**src/design/swsr_pkg.sv**
```systemverilog
// Shared types, constants and helpers for the single-wire sensor reader.
`default_nettype none

package swsr_pkg;

  // Width of the pulse timer; it saturates at its all-ones value
  localparam int COUNT_BITS = 16;
  localparam int FRAME_LEN  = 40;
  localparam int BIDX_BITS  = 6;

  typedef logic [COUNT_BITS-1:0] cnt_t;
  localparam cnt_t CNT_MAX = {COUNT_BITS{1'b1}};

  // APB register map, one 32-bit word per register
  localparam int CFG_AW = 4;
  localparam int CFG_DW = 32;
  typedef logic [1:0] reg_idx_t;
  localparam reg_idx_t REG_START_LOW = 2'd0;
  localparam reg_idx_t REG_RELEASE   = 2'd1;
  localparam reg_idx_t REG_TIMEOUT   = 2'd2;
  localparam reg_idx_t REG_ONE_THR   = 2'd3;

  localparam logic [15:0] START_LOW_RST = 16'd18000;
  localparam logic [9:0]  RELEASE_RST   = 10'd40;
  localparam logic [9:0]  TIMEOUT_RST   = 10'd100;
  localparam logic [9:0]  ONE_THR_RST   = 10'd40;

  // Status codes
  typedef logic [1:0] status_t;
  localparam status_t ST_OK       = 2'd0;
  localparam status_t ST_TIMEOUT  = 2'd1;
  localparam status_t ST_CHECKSUM = 2'd2;

  typedef struct packed {
    logic [15:0] start_low_ticks;
    logic [9:0]  release_ticks;
    logic [9:0]  timeout_ticks;
    logic [9:0]  one_threshold_ticks;
  } cfg_t;

  typedef enum logic [6:0] {
    PH_IDLE      = 7'b0000001,
    PH_START_LOW = 7'b0000010,
    PH_RELEASE   = 7'b0000100,
    PH_RESP_LOW  = 7'b0001000,
    PH_RESP_HIGH = 7'b0010000,
    PH_BIT_LOW   = 7'b0100000,
    PH_BIT_HIGH  = 7'b1000000
  } phase_t;

  // Saturating increment of the pulse timer
  function automatic cnt_t bump(input cnt_t c);
    return (c == CNT_MAX) ? c : cnt_t'(c + 1'b1);
  endfunction

endpackage

`default_nettype wire

```
**src/design/swsr_regs.sv**
```systemverilog
// APB configuration registers of the single-wire sensor reader.
`default_nettype none

module swsr_regs
  import swsr_pkg::*;
(
  input  wire logic              clk,
  input  wire logic              rst_n,
  input  wire logic              cfg_psel,
  input  wire logic              cfg_penable,
  input  wire logic              cfg_pwrite,
  input  wire logic [CFG_AW-1:0] cfg_paddr,
  input  wire logic [CFG_DW-1:0] cfg_pwdata,
  output logic      [CFG_DW-1:0] cfg_prdata,
  output logic                   cfg_pready,
  output cfg_t                   cfg
);

  cfg_t     cfg_r;
  reg_idx_t idx;
  logic     wr_en;

  assign idx        = cfg_paddr[CFG_AW-1:2];
  assign cfg_pready = 1'b1;
  assign wr_en      = cfg_psel & cfg_penable & cfg_pwrite & cfg_pready;
  assign cfg        = cfg_r;

  // Write the addressed register, masked to its width
  always_ff @(posedge clk) begin
    if (!rst_n) begin
      cfg_r.start_low_ticks     <= START_LOW_RST;
      cfg_r.release_ticks       <= RELEASE_RST;
      cfg_r.timeout_ticks       <= TIMEOUT_RST;
      cfg_r.one_threshold_ticks <= ONE_THR_RST;
    end else if (wr_en) begin
      unique case (idx)
        REG_START_LOW: cfg_r.start_low_ticks     <= cfg_pwdata[15:0];
        REG_RELEASE:   cfg_r.release_ticks       <= cfg_pwdata[9:0];
        REG_TIMEOUT:   cfg_r.timeout_ticks       <= cfg_pwdata[9:0];
        REG_ONE_THR:   cfg_r.one_threshold_ticks <= cfg_pwdata[9:0];
        default: ;
      endcase
    end
  end

  // Read back the addressed register
  always_comb begin
    unique case (idx)
      REG_START_LOW: cfg_prdata = CFG_DW'(cfg_r.start_low_ticks);
      REG_RELEASE:   cfg_prdata = CFG_DW'(cfg_r.release_ticks);
      REG_TIMEOUT:   cfg_prdata = CFG_DW'(cfg_r.timeout_ticks);
      REG_ONE_THR:   cfg_prdata = CFG_DW'(cfg_r.one_threshold_ticks);
      default:       cfg_prdata = '0;
    endcase
  end

endmodule

`default_nettype wire

```
**src/design/single_wire_sensor_reader.sv**
```systemverilog
// Latency: a result appears on out_tdata the cycle after its tick request is accepted.
// Throughput: one tick request per cycle; a request is taken in the same cycle the
// previous result leaves the output register, so the rate is set only by out_tready.
// Reset (rst_n, synchronous): idle phase, timer, bit count, frame, status and
// readings cleared; configuration registers return to their default values.
`default_nettype none

module single_wire_sensor_reader
  import swsr_pkg::*;
(
  input  wire logic              clk,
  input  wire logic              rst_n,
  // tick request channel
  input  wire logic              in_tvalid,
  output logic                   in_tready,
  input  wire logic [7:0]        in_tdata,  // [0] start_req, [1] line_level, [7:2] zero
  // result channel
  output logic                   out_tvalid,
  input  wire logic              out_tready,
  output logic      [23:0]       out_tdata, // [0] drive_enable, [1] drive_level,
                                            // [2] busy_res, [3] done_res, [5:4] status,
                                            // [13:6] temperature, [21:14] humidity,
                                            // [23:22] zero
  // configuration port
  input  wire logic              cfg_psel,
  input  wire logic              cfg_penable,
  input  wire logic              cfg_pwrite,
  input  wire logic [CFG_AW-1:0] cfg_paddr,
  input  wire logic [CFG_DW-1:0] cfg_pwdata,
  output logic      [CFG_DW-1:0] cfg_prdata,
  output logic                   cfg_pready
);

  cfg_t cfg;

  swsr_regs u_regs (
    .clk         (clk),
    .rst_n       (rst_n),
    .cfg_psel    (cfg_psel),
    .cfg_penable (cfg_penable),
    .cfg_pwrite  (cfg_pwrite),
    .cfg_paddr   (cfg_paddr),
    .cfg_pwdata  (cfg_pwdata),
    .cfg_prdata  (cfg_prdata),
    .cfg_pready  (cfg_pready),
    .cfg         (cfg)
  );

  phase_t                 phase_r, phase_nxt;
  cnt_t                   tick_r, tick_nxt;
  logic [BIDX_BITS-1:0]   bidx_r, bidx_nxt;
  logic [FRAME_LEN-1:0]   frame_r, frame_nxt;
  status_t                status_r, status_nxt;
  logic [7:0]             temp_r, temp_nxt;
  logic [7:0]             hum_r, hum_nxt;
  logic                   out_valid_r;
  logic [23:0]            out_data_r, res_data;

  logic req, lvl, accept;
  logic drv_en, drv_lvl, done, fail, wait_lvl;
  logic [7:0] sum;

  assign req       = in_tdata[0];
  assign lvl       = in_tdata[1];
  assign in_tready = !out_valid_r || out_tready;
  assign accept    = in_tvalid && in_tready;

  // Advance the reader by one tick
  always_comb begin
    phase_nxt  = phase_r;
    tick_nxt   = tick_r;
    bidx_nxt   = bidx_r;
    frame_nxt  = frame_r;
    status_nxt = status_r;
    temp_nxt   = temp_r;
    hum_nxt    = hum_r;
    drv_en     = 1'b0;
    drv_lvl    = 1'b0;
    done       = 1'b0;
    fail       = 1'b0;
    wait_lvl   = 1'b0;
    sum        = '0;

    // start a reading on request
    if (phase_nxt == PH_IDLE && req) begin
      phase_nxt = PH_START_LOW;
      tick_nxt  = '0;
    end
    // hold the line low
    if (phase_nxt == PH_START_LOW) begin
      if (tick_nxt >= cfg.start_low_ticks || tick_nxt == CNT_MAX) begin
        phase_nxt = PH_RELEASE;
        tick_nxt  = '0;
      end else begin
        tick_nxt = bump(tick_nxt);
        drv_en   = 1'b1;
      end
    end
    // drive high before release
    if (phase_nxt == PH_RELEASE) begin
      if (tick_nxt >= cnt_t'(cfg.release_ticks)) begin
        phase_nxt = PH_RESP_LOW;
        tick_nxt  = '0;
      end else begin
        tick_nxt = bump(tick_nxt);
        drv_en   = 1'b1;
        drv_lvl  = 1'b1;
      end
    end

    // time the sensor's response and data pulses
    if (!drv_en && (phase_nxt == PH_RESP_LOW || phase_nxt == PH_RESP_HIGH ||
                    phase_nxt == PH_BIT_LOW || phase_nxt == PH_BIT_HIGH)) begin
      wait_lvl = (phase_nxt == PH_RESP_HIGH || phase_nxt == PH_BIT_HIGH);
      if (lvl == wait_lvl) begin
        tick_nxt = bump(tick_nxt);
      end else begin
        unique case (phase_nxt)
          PH_RESP_LOW:  phase_nxt = PH_RESP_HIGH;
          PH_RESP_HIGH: begin
            phase_nxt = PH_BIT_LOW;
            bidx_nxt  = '0;
            frame_nxt = '0;
          end
          PH_BIT_LOW:   phase_nxt = PH_BIT_HIGH;
          PH_BIT_HIGH:  begin
            frame_nxt = {frame_nxt[FRAME_LEN-2:0], tick_nxt > cnt_t'(cfg.one_threshold_ticks)};
            bidx_nxt  = bidx_nxt + 1'b1;
            phase_nxt = PH_BIT_LOW;
          end
          default: phase_nxt = PH_IDLE;
        endcase
        tick_nxt = cnt_t'(1);
      end

      // close the frame and check it
      if (phase_nxt == PH_BIT_LOW && bidx_nxt >= BIDX_BITS'(FRAME_LEN)) begin
        sum = frame_nxt[39:32] + frame_nxt[31:24] + frame_nxt[23:16] + frame_nxt[15:8];
        if (sum == frame_nxt[7:0]) begin
          status_nxt = ST_OK;
          hum_nxt    = frame_nxt[39:32];
          temp_nxt   = frame_nxt[23:16];
        end else begin
          status_nxt = ST_CHECKSUM;
        end
        phase_nxt = PH_IDLE;
        tick_nxt  = '0;
        done      = 1'b1;
      end else if (tick_nxt > cnt_t'(cfg.timeout_ticks)) begin
        fail = 1'b1;
      end
      // abort on an overlong phase
      if (fail) begin
        status_nxt = ST_TIMEOUT;
        phase_nxt  = PH_IDLE;
        tick_nxt   = '0;
        done       = 1'b1;
      end
    end
  end

  assign res_data = {2'b00, hum_nxt, temp_nxt, status_nxt, done,
                     phase_nxt != PH_IDLE, drv_lvl, drv_en};

  // Update reader state on each accepted tick
  always_ff @(posedge clk) begin
    if (!rst_n) begin
      phase_r  <= PH_IDLE;
      tick_r   <= '0;
      bidx_r   <= '0;
      frame_r  <= '0;
      status_r <= ST_OK;
      temp_r   <= '0;
      hum_r    <= '0;
    end else if (accept) begin
      phase_r  <= phase_nxt;
      tick_r   <= tick_nxt;
      bidx_r   <= bidx_nxt;
      frame_r  <= frame_nxt;
      status_r <= status_nxt;
      temp_r   <= temp_nxt;
      hum_r    <= hum_nxt;
    end
  end

  // Output register: load on accept, drop once taken
  always_ff @(posedge clk) begin
    if (!rst_n) begin
      out_valid_r <= 1'b0;
    end else if (accept) begin
      out_valid_r <= 1'b1;
    end else if (out_tready) begin
      out_valid_r <= 1'b0;
    end
  end

  always_ff @(posedge clk) begin
    if (accept) begin
      out_data_r <= res_data;
    end
  end

  assign out_tvalid = out_valid_r;
  assign out_tdata  = out_data_r;

  // A driving tick always reports a reading in progress
  assert property (@(posedge clk) disable iff (!rst_n)
    out_tvalid && out_tdata[0] |-> out_tdata[2])
    else $error("drive without busy");

  // A finished reading is no longer busy
  assert property (@(posedge clk) disable iff (!rst_n)
    out_tvalid && out_tdata[3] |-> !out_tdata[2])
    else $error("done while busy");

  // Bit count never passes the frame length
  assert property (@(posedge clk) disable iff (!rst_n)
    bidx_r <= BIDX_BITS'(FRAME_LEN))
    else $error("bit index overflow");

  // A waited phase never outlasts the timeout
  assert property (@(posedge clk) disable iff (!rst_n)
    (phase_r == PH_RESP_LOW || phase_r == PH_RESP_HIGH ||
     phase_r == PH_BIT_LOW || phase_r == PH_BIT_HIGH)
      |-> tick_r <= cnt_t'(cfg.timeout_ticks))
    else $error("timer beyond timeout");

  // Every accepted tick yields a result next cycle
  assert property (@(posedge clk) disable iff (!rst_n)
    accept |=> out_tvalid)
    else $error("result missing");

endmodule

`default_nettype wire
```
**config.mk**
```make
export PLATFORM = sky130hd
export DESIGN_NAME = single_wire_sensor_reader
export DESIGN_NICKNAME = d
export VERILOG_FILES = /design/src/design/swsr_pkg.sv /design/src/design/swsr_regs.sv /design/src/design/single_wire_sensor_reader.sv
export SDC_FILE = /design/constraint.sdc
export NUM_CORES = 1
export LEC_CHECK = 0
export ABC_AREA = 1
export BUFFER_PORTS_ARGS = -buffer_cell sky130_fd_sc_hd__buf_2
export CAP_MARGIN = 0
export CORE_UTILIZATION = 50
export CTS_BUF_LIST = sky130_fd_sc_hd__clkbuf_8
export CTS_CLUSTER_SIZE = 40
export DETAILED_ROUTE_END_ITERATION = 8
export PLACE_DENSITY = 0.75
export REMOVE_ABC_BUFFERS = 1
export SYNTH_ARGS = -nofsm -noshare
export SYNTH_HDL_FRONTEND = slang
export SYNTH_SLANG_ARGS = --single-unit
```
**constraint.sdc**
```tcl
create_clock -name clk -period 10.4 [get_ports clk]
set_input_delay 1.04 -clock clk [delete_from_list [all_inputs] [get_ports clk]]
set_output_delay 1.04 -clock clk [all_outputs]
set_load 0.02 [all_outputs]
```
==> metrics.md, run 1 <==
| Metric | Value |
|---|---|
| Longest Clk Path Bufs | `2` |
| Launching element type of the critical path | `input port` |
| Total Die Area | `23330 um^2` |
| Vertical extent of the die | `152.7 um` |
| Total I/O pin count | `110` |
| Post-synthesis async set-or-reset flop share | `0%` |
| Synth Instances | `1646` |
| Hold_buf cts | `0` |
| Distinct cell type count after synthesis | `55` |
| Post-synth top area share | `23.61%` |
| ANT cells | `0` |
| Fmax | `111.9 MHz` |
| Post-layout worst setup margin | `1.467 ns` |
| Number of violations of the max-capacitance limit | `0` |
| R2r startpoint | `phase_r[6]` |
| Path category of the worst min-delay check | `register to register` |
| Routed Wire Length | `28480 um` |
| Count leader, synth | `sky130_fd_sc_hd__nand2_1` |
| Leakage power figure | `5.624 nW` |
| Area Overhead vs Synth | `6.453%` |
| Total track usage | `24.68%` |
| Initial drt markers | `727` |
| Violated checks | `design-rule violations` |
| TritonCTS sink count | `156` |
| Worst path most repeated cell | `sky130_fd_sc_hd__nand2_1` |
| Final critical path time including I/O delays and setup | `8.933 ns` |
| Setup slack of the most critical reg-to-reg path | `1.67 ns` |
| Mean area per synthesized cell | `6.903 um^2` |
| Terminating pin of the worst hold path | `u_regs.cfg[24]` |
| Endpoint class of the critical path | `register` |
| Starting Density | `51.58%` |
| Worst R2R Path Depth | `59` |
| Routed length per instance | `14.48 um` |
| Crit path max fanout | `24` |
| Type of the worst setup path | `input port to register` |
| Slowest stage cell, crit path | `sky130_fd_sc_hd__a32oi_1` |
| Power density of the placed cells | `116.0 nW/um^2` |
| Final sum of negative setup slack | `0 ns` |
| Data required time at the worst endpoint | `10.73 ns` |
| Post-synthesis cell area | `11360 um^2` |
| Worst clock skew on the final layout | `0.01471 ns` |
| Fraction of final layout cells with drive strength greater than 1 | `14.29%` |
| Least-Margin Pin Slew | `0.9127 ns` |
| Part of the cycle the worst path needs | `85.89%` |
| Clock Latency Late Sink | `0.47 ns` |
| Root cell of the clock tree | `sky130_fd_sc_hd__clkbuf_8` |
| Cell types with the largest area share after synthesis | `sky130_fd_sc_hd__dfxtp_1 24%, sky130_fd_sc_hd__nand2_1 9.9%, sky130_fd_sc_hd__inv_1 8.6%` |
| Unrepaired setup endpoints after global routing | `no` |
| Setup slack after placement | `1.090 ns` |
| Cell Area, Placed | `11690 um^2` |
| Clock tree from TritonCTS | `yes` |
| Maximum number of pins on one net before global-route repair | `94` |
| Number of hold violations in the final report | `0` |
| Final global-route overflow total | `0` |
| # nets final | `1795` |
| Number of enable flip-flop cells after synthesis | `22` |
| DRC | `4` |
| Number of core rows | `54` |
| Antenna-violating nets left | `0` |
| H-tree levels | `4` |
| Via count normalized by instance count | `5.296` |
| Resize count post-CTS | `0` |
| Critical register-to-register path endpoint | `tick_r[4]` |
| Vias in the first global route | `9518` |
| First-pass GRT wire length | `46480 um` |
| Via total after detailed routing | `10410` |
| Final core utilization | `54.91%` |
| Register area share after synthesis | `29.42%` |
| Headroom to the max-slew limit | `39.15%` |
| CTS Buf Count | `17` |
| Commonest cells in the synthesized netlist | `300 x sky130_fd_sc_hd__nand2_1, 260 x sky130_fd_sc_hd__inv_1, 157 x sky130_fd_sc_hd__nor2_1` |
| Biggest area consumer among synthesized cells | `sky130_fd_sc_hd__dfxtp_1` |
| Stage delay of the slowest cell on the critical path | `0.38 ns` |
| Final Max Slew Viols | `0` |
| Clock input transition at the sequential cells of the worst setup and hold paths | `0.09 ns` |
| FF+latch count, synth | `156` |
| Post-detailed-placement half-perimeter wirelength | `20990 um` |
| Initial antenna violation count | `0` |
| VDD IR max | `0.08736 mV` |
| Core Box Area | `22030 um^2` |
| Finished layout cell area | `12100 um^2` |
| Hold wc startpoint | `u_regs.cfg[24]` |
| Synthesis warning total | `0` |
| Width of the chip | `152.7 um` |
| Post-Layout Cell Count | `1966` |
| Run status | `finished, violations left` |
| Arrival time of the worst setup path | `9.26 ns` |
| Setup-failing EPs final | `0` |
| Cell total after placement | `1934` |
| Placer's final routability congestion estimate | `0.9077` |
| Flip-flop cell with the highest count after synthesis | `sky130_fd_sc_hd__dfxtp_1` |
| Port bufs | `66` |
| Hold Path Depth | `2` |
| Post-CTS setup-driven buffer insertion count | `0` |
| Total iterations of the first detailed-routing run | `9` |
where the power goes:
group / switching (mW) / leakage, nW / internal (mW) / total, mW
sequential: 0.0142 / 1.31 / 0.639 / 0.654
combinational: 0.188 / 4.11 / 0.0846 / 0.273
clock: 0.249 / 0.207 / 0.228 / 0.477
total: 0.451 / 5.62 / 0.952 / 1.40
through the flow:
step | hold slack, ns | total power [mW]
2_1_floorplan | 0.4441 | 0.8624
3_3_place_gp | 0.4525 | 0.9313
3_5_place_dp | 0.4685 | 0.9378
4_1_cts | 0.4817 | 1.414
5_1_grt | 0.5063 | 1.470
6_report | 0.4831 | 1.403
sequential cells by signal, summed over array words and instances, names as in the netlist, 2 cells and up:
name / count
u_regs.cfg: 46
frame_r: 40
out_tdata: 22
tick_r: 16
hum_r: 8
temp_r: 8
phase_r: 7
bidx_r: 6
status_r: 2
critical path, delay by kind of cell:
| kind | cells | cell delay [ns] |
|---|---|---|
| and+or+nand+nor | 37 | 4.29 |
| AOI/OAI and AO/OA | 10 | 1.71 |
| buffers and inverters | 10 | 1.15 |
| adders and majority gates | 4 | 1.03 |
how the worst max path moves through the flow:
| stage | start | endpoint | cells past startpoint |
|---|---|---|---|
| floorplan | in_tdata[0] | bidx_r[3] | 42 |
| global placement | in_tdata[0] | out_tdata[2] | 61 |
| detailed placement | in_tdata[0] | tick_r[0] | 61 |
| CTS | in_tdata[0] | tick_r[0] | 61 |
| global route | in_tdata[0] | out_tdata[2] | 61 |
| finish | in_tdata[0] | tick_r[4] | 61 |
kinds of logic (layout without fill, tap and decap cells):
| kind of cell | Yosys count | in the layout | share of synthesized area (%) |
|---|---|---|---|
| adders and majority gates | 71 | 71 | 8.744 |
| DFF | 156 | 156 | 29.42 |
| xor gates and xnor gates | 29 | 29 | 2.302 |
| other | 2 | 19 | 0.06610 |
| AOI/OAI and AO/OA | 377 | 377 | 18.91 |
| buffers and inverters | 357 | 380 | 13.32 |
| and+or+nand+nor | 654 | 654 | 27.23 |
cell usage in the layout, fill, tap and decap left out, types with 15 or more instances in the layout:
cell / count
sky130_fd_sc_hd__nor2_2: 16
sky130_fd_sc_hd__nand2_1: 300
sky130_fd_sc_hd__buf_2: 66
sky130_fd_sc_hd__o21ai_1: 24
sky130_fd_sc_hd__nand3_1: 72
sky130_fd_sc_hd__nor2_1: 156
sky130_fd_sc_hd__inv_1: 262
sky130_fd_sc_hd__a21oi_1: 132
sky130_fd_sc_hd__o21ai_2: 20
sky130_fd_sc_hd__o22ai_1: 32
sky130_fd_sc_hd__xor2_1: 24
sky130_fd_sc_hd__nand4_1: 27
sky130_fd_sc_hd__clkbuf_8: 19
sky130_fd_sc_hd__edfxtp_1: 22
sky130_fd_sc_hd__ha_1: 57
sky130_fd_sc_hd__conb_1: 19
sky130_fd_sc_hd__nand2_2: 32
sky130_fd_sc_hd__o21ai_0: 126
sky130_fd_sc_hd__o211ai_1: 15
sky130_fd_sc_hd__dfxtp_1: 134
routing by layer:
layer | global-route usage (%) | up-vias | wire [um]
li1 | - | 5337 | -
met1 | 30.98 | 4731 | 12550
met2 | 42.77 | 289 | 13690
met3 | 3.157 | 55 | 1394
met4 | 9.957 | 0 | 842
met5 | 0 | - | 0
layout make-up:
type                    instances  area (um^2)
well taps                     280        350.3
inverters                     274         1031
fillers                      2131         9931
multi-input cells            1150         6576
flip-flops and latches        156         3343
clock inverters                13        142.6
clock buffers                  19        261.5
repair buffers                 74        390.4
No activity file was read; power rests on OpenSTA's default activity.
==> inputs of run 2 (changes only) <==
--- a/config.mk
+++ b/config.mk
@@ -8,11 +8,11 @@
 export ABC_AREA = 1
 export BUFFER_PORTS_ARGS = -buffer_cell sky130_fd_sc_hd__buf_2
 export CAP_MARGIN = 0
-export CORE_UTILIZATION = 50
+export CORE_UTILIZATION = 35
 export CTS_BUF_LIST = sky130_fd_sc_hd__clkbuf_8
 export CTS_CLUSTER_SIZE = 40
 export DETAILED_ROUTE_END_ITERATION = 8
-export PLACE_DENSITY = 0.75
+export PLACE_DENSITY = 0.58
 export REMOVE_ABC_BUFFERS = 1
 export SYNTH_ARGS = -nofsm -noshare
 export SYNTH_HDL_FRONTEND = slang
==> run 2 against run 1 <==
The flow now finishes without violations. Clock power barely moved. Via count is 0.94% lower. Clock-buffer cell count down 2. Non-clock buffer count up 1. Core utilization down 16 points. Cell area rose by 1.3%. Critical path type unchanged.
==> metrics.md, run 2 (synthesized netlist as in run 1, its figures left out) <==
| Metric | Value |
|---|---|
| Post-detailed-placement half-perimeter wirelength | `22470 um` |
| Final Max Slew Viols | `0` |
| Worst path most repeated cell | `sky130_fd_sc_hd__nand2_1` |
| Slowest stage cell, crit path | `sky130_fd_sc_hd__ha_1` |
| Final critical path time including I/O delays and setup | `8.733 ns` |
| Hold_buf cts | `0` |
| Routed length per instance | `14.37 um` |
| TritonCTS sink count | `156` |
| Leakage power figure | `5.620 nW` |
| Fraction of final layout cells with drive strength greater than 1 | `14.40%` |
| Width of the chip | `182.2 um` |
| Routed Wire Length | `30040 um` |
| Resize count post-CTS | `0` |
| Cell Area, Placed | `11850 um^2` |
| Longest Clk Path Bufs | `2` |
| Clock input transition at the sequential cells of the worst setup and hold paths | `0.09 ns` |
| # nets final | `1796` |
| H-tree levels | `4` |
| Headroom to the max-slew limit | `46.05%` |
| Least-Margin Pin Slew | `0.8092 ns` |
| Post-CTS setup-driven buffer insertion count | `0` |
| Initial antenna violation count | `1` |
| Clock tree from TritonCTS | `yes` |
| Total Die Area | `33190 um^2` |
| Data required time at the worst endpoint | `10.74 ns` |
| Port bufs | `66` |
| Total I/O pin count | `110` |
| Starting Density | `35.82%` |
| Finished layout cell area | `12250 um^2` |
| Total iterations of the first detailed-routing run | `5` |
| Via total after detailed routing | `10310` |
| Flip-flop count of the largest register, all copies and words added | `46` |
| Number of fillers in the final layout | `3387` |
| Worst R2R Path Depth | `59` |
| Post-layout worst setup margin | `1.667 ns` |
| Commonest non-fill, non-tap cell in the layout | `sky130_fd_sc_hd__nand2_1` |
| DRC | `0` |
| Number of core rows | `65` |
| Number of hold violations in the final report | `0` |
| Run status | `finished, final reports clean` |
| Type of the worst setup path | `input port to register` |
| Final sum of negative setup slack | `0 ns` |
| Vertical extent of the die | `182.2 um` |
| Number of violations of the max-capacitance limit | `0` |
| Power density of the placed cells | `114.8 nW/um^2` |
| Setup-failing EPs final | `0` |
| Maximum number of pins on one net before global-route repair | `70` |
| Total Power | `1.407 mW` |
| First-pass GRT wire length | `49550 um` |
| Vias in the first global route | `9703` |
| Commonest non-fill, non-tap cells in the layout | `300 x sky130_fd_sc_hd__nand2_1, 261 x sky130_fd_sc_hd__inv_1, 156 x sky130_fd_sc_hd__nor2_1` |
| Unrepaired setup endpoints after global routing | `no` |
| Part of the cycle the worst path needs | `83.97%` |
| Antenna-violating nets left | `0` |
| Endpoint class of the critical path | `register` |
| Launching element type of the critical path | `input port` |
| Setup slack of the most critical reg-to-reg path | `1.87 ns` |
| Capturing instance or port of the critical path | `tick_r[9]` |
| Core Box Area | `31720 um^2` |
| Stage delay of the slowest cell on the critical path | `0.37 ns` |
| Root cell of the clock tree | `sky130_fd_sc_hd__clkbuf_8` |
| Area Overhead vs Synth | `7.819%` |
| CTS Buf Count | `17` |
| Path category of the worst min-delay check | `register to register` |
| Final global-route overflow total | `0` |
| Launch point of the critical path | `in_tdata[0]` |
| Crit path max fanout | `24` |
| Clock Latency Late Sink | `0.48 ns` |
| Placer's final routability congestion estimate | `0.8926` |
| Initial drt markers | `652` |
| Total track usage | `18.70%` |
| Arrival time of the worst setup path | `9.08 ns` |
| Critical register-to-register path endpoint | `tick_r[9]` |
| Final core utilization | `38.62%` |
| Via count normalized by instance count | `4.935` |
| Setup slack after placement | `1.079 ns` |
| R2r startpoint | `phase_r[6]` |
| Worst clock skew on the final layout | `0.01755 ns` |
| Fmax | `114.5 MHz` |
| VDD IR max | `0.07369 mV` |
-- run 2: power by group --
group | switching, mW | internal [mW] | total [mW]
Sequential | 0.0146 | 0.639 | 0.654
Combinational | 0.188 | 0.0850 | 0.273
Clock | 0.262 | 0.218 | 0.480
Total | 0.465 | 0.942 | 1.41
-- run 2: how the worst min path moves through the flow --
| stage | cells after the start | endpoint | startpoint |
|---|---|---|---|
| floorplan | 2 | frame_r[1] | frame_r[1] |
| global route | 2 | u_regs.cfg[21] | u_regs.cfg[21] |
| finish | 2 | status_r[1] | status_r[1] |
| global placement | 2 | status_r[1] | status_r[1] |
| detailed placement | 2 | status_r[1] | status_r[1] |
| CTS | 2 | status_r[1] | status_r[1] |
-- run 2: critical path: cells and delay by family --
family	cells	cell delay [ns]
and+or+nand+nor	37	4.20
AOI/OAI and AO/OA	10	1.68
buffers and inverters	10	1.12
adders and majority gates	4	1.03
-- run 2: metal layers --
layer | vias to the layer above | GRT usage (%) | part of all wire (%)
met2 | 216 | 32.35 | 48
met4 | 0 | 6.521 | 2.1
met3 | 35 | 2.694 | 3.9
li1 | 5358 | - | -
met5 | - | 0 | 0
met1 | 4705 | 23.65 | 46
-- run 2: cell type report --
type / count / area, um^2 / area share, %
antenna: 1 / 2.502 / 0.02043
sequential: 156 / 3343 / 27.29
clock buffer: 17 / 234.0 / 1.910
inverter: 274 / 1031 / 8.416
clock inverter: 15 / 162.7 / 1.328
tap: 402 / 503.0 / 4.106
timing repair buffer: 75 / 397.9 / 3.248
multi-input combinational: 1150 / 6576 / 53.68
-- run 2: per-stage QoR --
step | hold WS (ns) | cells
6_report | 0.4749 | 2090
5_1_grt | 0.5047 | 2090
4_1_cts | 0.4707 | 2089
3_5_place_dp | 0.4566 | 2057
3_3_place_gp | 0.4520 | 2057
2_1_floorplan | 0.4441 | 1580
